$ cat src/wds_pkg.sv
// ----------------------------------------------------------------------------
// wds_pkg: shared types and constants of the walk direction segmenter
// Window length, command and status codes, and the classified entry that
// travels from the front end to the segment tracker.
// ----------------------------------------------------------------------------
package wds_pkg;

   // frames in the depth ring (2 to 15)
   localparam int unsigned WINDOW = 10;
   localparam int unsigned FILL_W = $clog2(WINDOW + 1);
   localparam int unsigned TAPS = WINDOW - 1;

   localparam int unsigned DEPTH_W = 16;
   localparam int unsigned TIME_W = 32;
   localparam int unsigned DEB_W = 4;
   localparam int unsigned STATUS_W = 2;

   localparam logic [DEB_W-1:0] DEBOUNCE_RESET = 4'd5;

   // input command codes
   localparam logic CMD_SAMPLE = 1'b0;
   localparam logic CMD_END = 1'b1;

   // result status codes
   localparam logic [STATUS_W-1:0] STATUS_TURN = 2'd0;
   localparam logic [STATUS_W-1:0] STATUS_END = 2'd1;
   localparam logic [STATUS_W-1:0] STATUS_ABORT = 2'd2;

   // classified operations handed to the tracker
   typedef enum logic [1:0] {
      OP_INIT,
      OP_SAMPLE,
      OP_END,
      OP_ABORT
   } op_type;

   typedef struct packed {
      op_type             op;
      logic               forward;
      logic [TIME_W-1:0]  frame_time;
   } entry_type;

   typedef struct packed {
      logic [TIME_W-1:0]   segment_start;
      logic [TIME_W-1:0]   segment_end;
      logic [STATUS_W-1:0] status;
   } result_type;

endpackage

$ cat src/walk_direction_segmenter_top.sv
// ----------------------------------------------------------------------------
// walk_direction_segmenter_top: forward walking segment detector
// Splits a stream of depth frames into forward segments with debounced
// direction changes.
// ----------------------------------------------------------------------------
// Usage
//   req_* takes one frame per transfer: tuser is the command (sample or end
//   of stream), tdata carries depth and timestamp. rsp_* gives one closed
//   segment per transfer: start time, end time and status.
//   csr_* is an APB port with one register, debounce_count at address 0
//   (reset value 5); write it only while the block is idle.
// Pipeline and throughput
//   One frame per cycle sustained while the queue has room. A frame is
//   classified in the cycle it is taken and waits in a two-entry queue;
//   the tracker puts its result, if any, in the result register, which
//   offers it on rsp_*. The direction compare is one 17-bit subtract
//   against the history line.
// Reset
//   Clears fill count, direction state, queue pointers and result valid;
//   the depth history is not cleared, a stream refills it before use.
// Stalls
//   When rsp_tready is low the result register holds; the queue absorbs
//   two more operations, then req_tready drops.
// ----------------------------------------------------------------------------
module walk_direction_segmenter_top (
   input  logic        clock,
   input  logic        reset,
   // request channel
   input  logic        req_tvalid,
   output logic        req_tready,
   input  logic [47:0] req_tdata,   // depth_mm[15:0], frame_time[47:16]
   input  logic        req_tuser,   // command
   // result channel
   output logic        rsp_tvalid,
   input  logic        rsp_tready,
   output logic [71:0] rsp_tdata,   // segment_start[31:0], segment_end[63:32],
                                    // status[65:64], zero[71:66]
   // configuration port
   input  logic        csr_psel,
   input  logic        csr_penable,
   input  logic        csr_pwrite,
   input  logic [2:0]  csr_paddr,
   input  logic [31:0] csr_pwdata,
   output logic [31:0] csr_prdata,
   output logic        csr_pready
);

   logic [wds_pkg::DEB_W-1:0] debounce_ff, debounce_in;
   logic                      req_accept;
   logic                      push, space, pop, pending;
   wds_pkg::entry_type        push_entry, head;
   wds_pkg::result_type       result;

   // register file: one register, decoded on the word address
   assign csr_pready = 1'b1;
   assign csr_prdata = (csr_paddr[2] == 1'b0) ? {28'd0, debounce_ff} : 32'd0;

   always_comb begin
      debounce_in = debounce_ff;
      if (csr_psel && csr_penable && csr_pwrite && csr_paddr[2] == 1'b0) begin
         debounce_in = csr_pwdata[wds_pkg::DEB_W-1:0];
      end
   end

   always_ff @(posedge clock) begin
      if (reset) begin
         debounce_ff <= wds_pkg::DEBOUNCE_RESET;
      end else begin
         debounce_ff <= debounce_in;
      end
   end

   // take a frame whenever the queue has room
   assign req_tready = space;
   assign req_accept = req_tvalid && space;

   wds_front u_front (
      .clock      (clock),
      .reset      (reset),
      .accept     (req_accept),
      .command    (req_tuser),
      .depth_mm   (req_tdata[15:0]),
      .frame_time (req_tdata[47:16]),
      .push       (push),
      .push_entry (push_entry)
   );

   wds_queue u_queue (
      .clock      (clock),
      .reset      (reset),
      .push       (push),
      .push_entry (push_entry),
      .space      (space),
      .pop        (pop),
      .pending    (pending),
      .head       (head)
   );

   wds_back u_back (
      .clock      (clock),
      .reset      (reset),
      .debounce   (debounce_ff),
      .pending    (pending),
      .head       (head),
      .pop        (pop),
      .rsp_valid  (rsp_tvalid),
      .rsp_taken  (rsp_tready),
      .rsp_result (result)
   );

   assign rsp_tdata = {6'd0, result.status, result.segment_end, result.segment_start};

endmodule

$ cat src/wds_front.sv
// ----------------------------------------------------------------------------
// wds_front: frame intake and classification
// Keeps the depth history line and fill count, works out the direction of
// each frame and turns it into a tracker operation.
// ----------------------------------------------------------------------------
module wds_front (
   input  logic                          clock,
   input  logic                          reset,
   input  logic                          accept,
   input  logic                          command,
   input  logic signed [wds_pkg::DEPTH_W-1:0] depth_mm,
   input  logic [wds_pkg::TIME_W-1:0]    frame_time,
   output logic                          push,
   output wds_pkg::entry_type            push_entry
);

   logic signed [wds_pkg::DEPTH_W-1:0] taps_ff [wds_pkg::TAPS];
   logic [wds_pkg::FILL_W-1:0]         fill_ff;
   logic [wds_pkg::FILL_W-1:0]         fill_in;
   logic signed [wds_pkg::DEPTH_W:0]   delta;
   logic                               filled;

   // newest minus the frame WINDOW-1 frames back
   assign delta = {depth_mm[wds_pkg::DEPTH_W-1], depth_mm}
                - {taps_ff[wds_pkg::TAPS-1][wds_pkg::DEPTH_W-1], taps_ff[wds_pkg::TAPS-1]};
   assign filled = (fill_ff == wds_pkg::FILL_W'(wds_pkg::WINDOW));

   always_comb begin
      fill_in = fill_ff;
      push = 1'b0;
      push_entry.op = wds_pkg::OP_SAMPLE;
      push_entry.forward = ~delta[wds_pkg::DEPTH_W];
      push_entry.frame_time = frame_time;
      if (accept) begin
         priority if (command == wds_pkg::CMD_END) begin
            push = 1'b1;
            push_entry.op = filled ? wds_pkg::OP_END : wds_pkg::OP_ABORT;
            fill_in = '0;
         end else if (!filled) begin
            fill_in = fill_ff + 1'b1;
            if (fill_in == wds_pkg::FILL_W'(wds_pkg::WINDOW)) begin
               push = 1'b1;
               push_entry.op = wds_pkg::OP_INIT;
            end
         end else begin
            push = 1'b1;
         end
      end
   end

   always_ff @(posedge clock) begin
      if (reset) begin
         fill_ff <= '0;
      end else begin
         fill_ff <= fill_in;
      end
   end

   // history line: no reset, every tap is written before it is read
   always_ff @(posedge clock) begin
      if (accept && command == wds_pkg::CMD_SAMPLE) begin
         taps_ff[0] <= depth_mm;
         for (int i = 1; i < wds_pkg::TAPS; i++) begin
            taps_ff[i] <= taps_ff[i-1];
         end
      end
   end

endmodule

$ cat src/wds_queue.sv
// ----------------------------------------------------------------------------
// wds_queue: two-entry queue between front end and tracker
// Lets the intake and the tracker stall independently.
// ----------------------------------------------------------------------------
module wds_queue (
   input  logic               clock,
   input  logic               reset,
   input  logic               push,
   input  wds_pkg::entry_type push_entry,
   output logic               space,
   input  logic               pop,
   output logic               pending,
   output wds_pkg::entry_type head
);

   wds_pkg::entry_type slots_ff [2];
   logic       wr_ff, wr_in;
   logic       rd_ff, rd_in;
   logic [1:0] count_ff, count_in;

   assign space = (count_ff != 2'd2);
   assign pending = (count_ff != 2'd0);
   assign head = slots_ff[rd_ff];

   always_comb begin
      wr_in = push ? ~wr_ff : wr_ff;
      rd_in = pop ? ~rd_ff : rd_ff;
      count_in = count_ff + {1'b0, push} - {1'b0, pop};
   end

   always_ff @(posedge clock) begin
      if (reset) begin
         wr_ff <= 1'b0;
         rd_ff <= 1'b0;
         count_ff <= 2'd0;
      end else begin
         wr_ff <= wr_in;
         rd_ff <= rd_in;
         count_ff <= count_in;
      end
   end

   always_ff @(posedge clock) begin
      if (push) begin
         slots_ff[wr_ff] <= push_entry;
      end
   end

endmodule

$ cat src/wds_back.sv
// ----------------------------------------------------------------------------
// wds_back: direction debounce and segment tracker
// Applies one op a cycle unless rsp_* stalls, and holds the result register.
// ----------------------------------------------------------------------------
module wds_back (
   input  logic                       clock,
   input  logic                       reset,
   input  logic [wds_pkg::DEB_W-1:0]  debounce,
   input  logic                       pending,
   input  wds_pkg::entry_type         head,
   output logic                       pop,
   output logic                       rsp_valid,
   input  logic                       rsp_taken,
   output wds_pkg::result_type        rsp_result
);

   logic                        cur_ff, cur_in;
   logic                        prev_ff, prev_in;
   logic [wds_pkg::DEB_W-1:0]   change_ff, change_in;
   logic [wds_pkg::TIME_W-1:0]  start_ff, start_in;
   logic [wds_pkg::TIME_W-1:0]  latest_ff, latest_in;
   logic                        valid_ff, valid_in;
   wds_pkg::result_type         result_ff, result_in;
   logic [wds_pkg::DEB_W:0]     next_count;
   logic                        emit;

   assign pop = pending && (!valid_ff || rsp_taken);
   assign rsp_valid = valid_ff;
   assign rsp_result = result_ff;

   always_comb begin
      cur_in = cur_ff;
      prev_in = prev_ff;
      change_in = change_ff;
      start_in = start_ff;
      latest_in = latest_ff;
      emit = 1'b0;
      result_in = result_ff;
      next_count = (head.forward == prev_ff) ? {1'b0, change_ff} + 1'b1 : '0;
      if (pop) begin
         unique case (head.op)
            wds_pkg::OP_INIT: begin
               cur_in = head.forward;
               prev_in = head.forward;
               change_in = '0;
               start_in = '0;
               latest_in = head.frame_time;
            end
            wds_pkg::OP_SAMPLE: begin
               latest_in = head.frame_time;
               prev_in = head.forward;
               if (head.forward != cur_ff) begin
                  if (next_count >= {1'b0, debounce}) begin
                     // adopt the new direction
                     cur_in = head.forward;
                     change_in = '0;
                     if (head.forward) begin
                        start_in = head.frame_time;
                     end else begin
                        emit = 1'b1;
                        result_in.segment_start = start_ff;
                        result_in.segment_end = head.frame_time;
                        result_in.status = wds_pkg::STATUS_TURN;
                        start_in = '0;
                     end
                  end else begin
                     change_in = next_count[wds_pkg::DEB_W-1:0];
                  end
               end
            end
            wds_pkg::OP_END: begin
               emit = cur_ff;
               result_in.segment_start = start_ff;
               result_in.segment_end = latest_ff;
               result_in.status = wds_pkg::STATUS_END;
            end
            wds_pkg::OP_ABORT: begin
               emit = 1'b1;
               result_in.segment_start = '0;
               result_in.segment_end = '0;
               result_in.status = wds_pkg::STATUS_ABORT;
            end
            default: begin
            end
         endcase
         if (head.op == wds_pkg::OP_END || head.op == wds_pkg::OP_ABORT) begin
            cur_in = 1'b0;
            prev_in = 1'b0;
            change_in = '0;
            start_in = '0;
            latest_in = '0;
         end
      end
      if (pop) begin
         valid_in = emit;
      end else if (rsp_taken) begin
         valid_in = 1'b0;
      end else begin
         valid_in = valid_ff;
      end
   end

   always_ff @(posedge clock) begin
      if (reset) begin
         cur_ff <= 1'b0;
         prev_ff <= 1'b0;
         change_ff <= '0;
         start_ff <= '0;
         latest_ff <= '0;
         valid_ff <= 1'b0;
      end else begin
         cur_ff <= cur_in;
         prev_ff <= prev_in;
         change_ff <= change_in;
         start_ff <= start_in;
         latest_ff <= latest_in;
         valid_ff <= valid_in;
      end
   end

   always_ff @(posedge clock) begin
      if (pop && emit) begin
         result_ff <= result_in;
      end
   end

endmodule

$ cat config.mk
export PLATFORM = sky130hd
export DESIGN_NAME = walk_direction_segmenter_top
export DESIGN_NICKNAME = d
export VERILOG_FILES = /design/src/wds_pkg.sv /design/src/walk_direction_segmenter_top.sv /design/src/wds_front.sv /design/src/wds_queue.sv /design/src/wds_back.sv
export SDC_FILE = /design/constraint.sdc
export NUM_CORES = 1
export LEC_CHECK = 0
export BUFFER_PORTS_ARGS = -buffer_cell sky130_fd_sc_hd__buf_4
export CORE_ASPECT_RATIO = 0.6
export CORE_MARGIN = 1.5
export CORE_UTILIZATION = 57
export DETAILED_ROUTE_END_ITERATION = 16
export GPL_ROUTABILITY_DRIVEN = 0
export PLACE_DENSITY = 0.8
export RECOVER_POWER = 50
export REMOVE_ABC_BUFFERS = 1
export SYNTH_ARGS = -nofsm -noshare
export SYNTH_HDL_FRONTEND = slang
export SYNTH_SLANG_ARGS = --single-unit
$ cat constraint.sdc
create_clock -name clock -period 10.4 [get_ports clock]
set_clock_uncertainty 0.2 [all_clocks]
set_input_delay 1.04 -clock clock [delete_from_list [all_inputs] [get_ports clock]]
set_output_delay 1.04 -clock clock [all_outputs]
set_load 0.02 [all_outputs]
== After elaboration in Yosys (flattened, before gate mapping) ==
Memories as Yosys holds them, arrays and structs flattened. A register that Yosys moved wholly into a read port is not among the register bits.
Cells that the tools add are included.

* Latch bits: 0
* Input port bits: 91
* Bits in read-only memories: 0
* Register bits: 149
* Logic and storage cells: 110
* Output and inout bits: 107
* Memory bits (writable): 214
* Memories: 2

{| class="wikitable"
|+ Memory list
! name !! words !! bits a word !! read ports !! clocked after Yosys merged registers in !! write ports !! line !! source
|-
| u_front.taps_ff || 9 || 16 || 9 || 0 || 9 || wds_front.sv:17 || <nowiki>logic signed [wds_pkg::DEPTH_W-1:0] taps_ff [wds_pkg::TAPS];</nowiki>
|-
| u_queue.slots_ff || 2 || 35 || 1 || 1 || 1 || wds_queue.sv:16 || <nowiki>wds_pkg::entry_type slots_ff [2];</nowiki>
|}

* Add/subtract/negate cells: 5
* Shift-type cells: 0
* Bitwise logic cells: 5
* Equality and inequality tests: 14
* Muxes and demuxes: 47
* Reduce and logical (&&, ||, !) cells: 22
* Magnitude comparators: 1
* Multiply operators: 0
* Div/mod/pow operators: 0

{| class="wikitable"
|+ Operators by type and width
! operator !! number
|-
| two-way mux 66 bit || 3
|-
| one-hot mux 66 bit (3 select lines) || 1
|-
| two-way mux 32 bit || 6
|-
| one-hot mux 32 bit (2 select lines) || 1
|-
| two-way mux 4 bit || 6
|-
| two-way mux 1 bit || 23
|-
| subtractor 16 x 16 -> 17 bit || 1
|-
| equality test 4 bit (second input constant) || 2
|-
| one-hot mux 4 bit (2 select lines) || 1
|-
| logical AND 1 bit || 7
|-
| two-way mux 2 bit || 3
|-
| != test 2 bit (second input constant) || 3
|-
| != test 3 x 1 -> 1 bit (second input constant) || 2
|-
| AND reduction 6 bit || 1
|-
| nonzero test 2 bit || 3
|-
| nonzero test 3 bit || 2
|-
| adder 4 x 1 -> 5 bit (second input constant) || 1
|-
| >= comparator 5 x 4 -> 1 bit || 1
|-
| two-way mux 5 bit || 1
|-
| inverter 1 bit || 5
|-
| adder 4 x 1 -> 4 bit (second input constant) || 1
|-
| equality test 2 bit (second input constant) || 2
|-
| != test 2 x 1 -> 1 bit (second input constant) || 2
|-
| AND reduction 2 bit || 2
|-
| 13 further kinds || 14
|}

== Logic depth before layout (Yosys ltp) ==
* Depth after elaboration: 9
* Gate-level depth with buffers: 11
* Depth with buffers taken out: 9

== Hierarchy ==
From an unflattened synthesis, not the netlist that was laid out.

* Cell total of the unflattened synthesis: 1016
* Area, all modules: 14313.7 µm²

{| class="wikitable"
|+ By module, submodules not included
! module !! cells each !! instances !! area an instance (µm²) !! sequential area each (µm²)
|-
| wds_back || 559 || 1 || 5684.2 || 3403.3
|-
| wds_front || 267 || 1 || 5240.0 || 4404.2
|-
| wds_queue || 130 || 1 || 2896.5 || 2202.1
|-
| walk_direction_segmenter_top || 60 || 1 || 493.0 || 80.1
|}

== Least setup slack after synthesis ==
No wires, ideal clock.

* Path kind: input to register
* Start: input port req_tvalid
* End: memory u_front.taps_ff[0][0] in the netlist's numbering, enable pin
* Stages: 2
* Slack: 2406 ps
* Buffers on the path: 0
* Data required time: 9549 ps
* Data arrival time: 7143 ps
* Setup time: 651 ps
* Path through: nand2_1 > nor2_1

{| class="wikitable"
|+ RTL lines
! item !! line !! source
|-
| start, declared || walk_direction_segmenter_top.sv:29 || <nowiki>input logic req_tvalid,</nowiki>
|-
| end, declared || wds_front.sv:17 ||
|}

==> reports/metrics.cfg <==
[outcome]
violations = max-capacitance violations, max-slew violations
status = complete, but fails checks

[cts]
cts_buffers = 31
htree_levels = 1
cts_tree = built
holdBufCountCts = 0
insertion_delay_ps = 550
cts.sinks = 364
cts_resized = 0
clockBufferDepth = 3
clkTransAtPathRegs_ps = 70
root_buffer = clkbuf_16
cts_setup_buffers = 0

[timing]
tightest_slew_ps = 3570
slew_headroom_pct = -138
slew_violations = 128
setup_ws_ps = 5280
rsz0062_at_grt = no
hold_viol_final = 0
setup_viol = 0
fmax_ghz = 0.195
tns_ps = 0
fin_crit_ps = 5120
finalCritPeriodShare_pct = 49.2

[power]
ir_worst_vdd_uv = 152
power_leakage_nw = 5.86
power_density_nw_per_um2 = 230

[critical_path]
max_stage_delay_ps = 2520
critical_path_arrival_ps = 5080
cp_slowest_cell = clkbuf_1
ff2ff_path_depth = 5
crit_path_end_kind = flip-flop
crit_required_ps = 10360
cp_max_fo = 73
cp-start-kind = flip-flop
crit_family = buffers and inverters
path_class = reg2reg
rrSetupSlack_ps = 5280
cp_num_buf_inv = 2
r2r_end = u_front.taps_ff[0][120]$_DFFE_PP_
crit_chain = nand2b_1 -> nand2_1 -> nor2_4 -> clkbuf_1 -> buf_4
rr_startpoint = u_queue.count_ff[0]$_SDFF_PP0_

[synth]
synth_common_cells = 280 x edfxtp_1, 127 x nand2_1, 84 x dfxtp_1
async_flop_share_pct = 0
synthFlopType = edfxtp_1
ys_types = 51
synth_area_leader_cell = edfxtp_1
syn_area_per_cell_um2 = 14.5
ys_seq_area_share_pct = 73.4
synth_area_leaders = edfxtp_1 61%, dfxtp_1 12%, mux2i_1 4.9%, nand2_1 3.5%, ha_1 2.3%
synth_seq_cells = 364
yosys_warnings = 0
synth_area_um2 = 13800
synthCells = 949
yosysMostFrequentCell = edfxtp_1
synth_edf_count = 280
yosysTopAreaCellShare_pct = 61.1

[floorplan]
die_y_um = 123
coreArea_um2 = 23400
num_rows = 43
initial_core_util_pct = 58.8
die_w_um = 204
io_pins = 198
die_area_um2 = 25100

[job]
maxCapViolCount = 2

[drt]
antenna_left = 0
num_vias = 7498
drtIter0Drc = 576
wire_per_inst_um = 18.0
wirelength_um = 25600
firstDrtPassIters = 5
drc = 0
post_drt_via_cell_ratio = 5.25

[min_path]
worstHoldPathType = reg2reg
hold_end = u_front.taps_ff[0][59]$_DFFE_PP_
whs_path_depth = 0
min_from = u_front.taps_ff[0][43]$_DFFE_PP_

[cells_and_area]
fin_nets = 1202
stdcell_count = 1427
syn_to_final_growth_pct = 13.5
n_fill_cell = 1685
multi_input_area_um2 = 3280
final_layout_size_suffix_gt1_share_pct = 10.3
seq_area_um2 = 10100
fin_util_pct = 66.7

[grt]
grt_pass1_vias = 7194
grt.busiest_layer = met2
met3_usage_pct = 3.64
use_met2_pct = 30.7
grtUsageMet1_pct = 30.5
grt_max_degree = 74
grt_antenna_before_repair = 1
grt.overflow.total = 0
grt_pass1_wl_um = 38700
grt_use_total_pct = 20.3

[placement]
numPortBuffers = 132
placed_cells_incl_taps = 1368
dp_hpwl_um = 16300
dp_worst_setup_slack_ps = 6290

==> kinds of logic (layout without fill, tap and decap cells) <==
logic type | Yosys count | after routing | share of synthesized area, %
DFF | 364 | 364 | 73.4
buffers and inverters | 97 | 226 | 3.99
and+or+nand+nor | 272 | 272 | 9.29
adders and majority gates | 25 | 25 | 2.27
xor gates and xnor gates | 7 | 7 | 0.501
AOI/OAI and AO/OA | 109 | 109 | 5.13
other | 2 | 36 | 0.0546
muxes | 73 | 73 | 5.38
==> how the worst max path moves through the flow <==
stage	from	to	slack, ps	depth (start not counted)
after floorplan	req_tvalid	u_front.taps_ff[0][0]$_DFFE_PP_	2410	2
after global placement	u_queue.slots_ff[1][32]$_DFFE_PP_	u_back.rsp_result[3]$_DFFE_PP_	6370	11
after detailed placement	u_queue.slots_ff[0][32]$_DFFE_PP_	u_back.rsp_result[15]$_DFFE_PP_	6290	11
after CTS	u_queue.slots_ff[1][32]$_DFFE_PP_	u_back.rsp_result[52]$_DFFE_PP_	6300	11
after global routing	u_queue.count_ff[0]$_SDFF_PP0_	u_front.taps_ff[0][123]$_DFFE_PP_	4780	5
final	u_queue.count_ff[0]$_SDFF_PP0_	u_front.taps_ff[0][120]$_DFFE_PP_	5280	5
==> report_power, final <==
group	total (W)	switching, W	internal, W
combinational	0.000639	0.000437	0.000202
sequential	0.00181	0.0000573	0.00176
clock	0.00114	0.000486	0.000653
total	0.00359	0.000980	0.00261
==> layout make-up <==
class                      instances  area share [%]
antenna                            1          0.0160
clock buffer                      50            5.88
clock inverter                     8           0.609
inverter                          26           0.625
multi-input combinational        521            21.0
sequential                       364            64.6
tap                              315            2.52
timing repair buffer             142            4.69
==> sequential cells by signal, indices dropped and copies added, names as in the netlist, 2 cells and up, named ones only <==
name,flops
u_front.taps_ff,144
u_back.change_ff,4
debounce_ff,4
u_back.rsp_result,66
u_queue.slots_ff,70
u_back.start_ff,32
u_front.fill_ff,4
u_back.latest_ff,32
u_queue.count_ff,2
==> layer usage <==
layer | up-vias | part of all wire [%]
li1 | 3582 | -
met1 | 3637 | 47
met2 | 237 | 44
met3 | 42 | 6.5
met4 | 0 | 2.2
met5 | - | 0
==> through the flow <==
step / area [um2] / power [W] / hold slack [ps]
after floorplan: 13400 / 0.00228 / 200
after global placement: 14900 / 0.00248 / 201
after detailed placement: 14900 / 0.00251 / 205
after CTS: 15900 / 0.00364 / 217
after global routing: 15600 / 0.00374 / 223
final: 15600 / 0.00359 / 213
==> layout by cell type (no fill, tap or decap), drive strengths merged, types with 2 or more instances in the layout <==
cell type and n:
nand2b 15, o22ai 2, nand4b 2, o21ai 9, inv 27, a21oi 40
nand2 127, a21o 37, nor2 56, dfxtp 84, and3 3, nand3 3
conb 35, nand4 2, o211ai 3, clkbuf 167, bufinv 2, a211oi 5
a31oi 5, mux2i 69, a32o 5, edfxtp 280, nor3 8, ha 25
mux2 4, xor2 3, clkinv 4, or2b 8, nor2b 39, and2 4
xnor2 4, buf 25
Power figures use the tool's default switching activity.
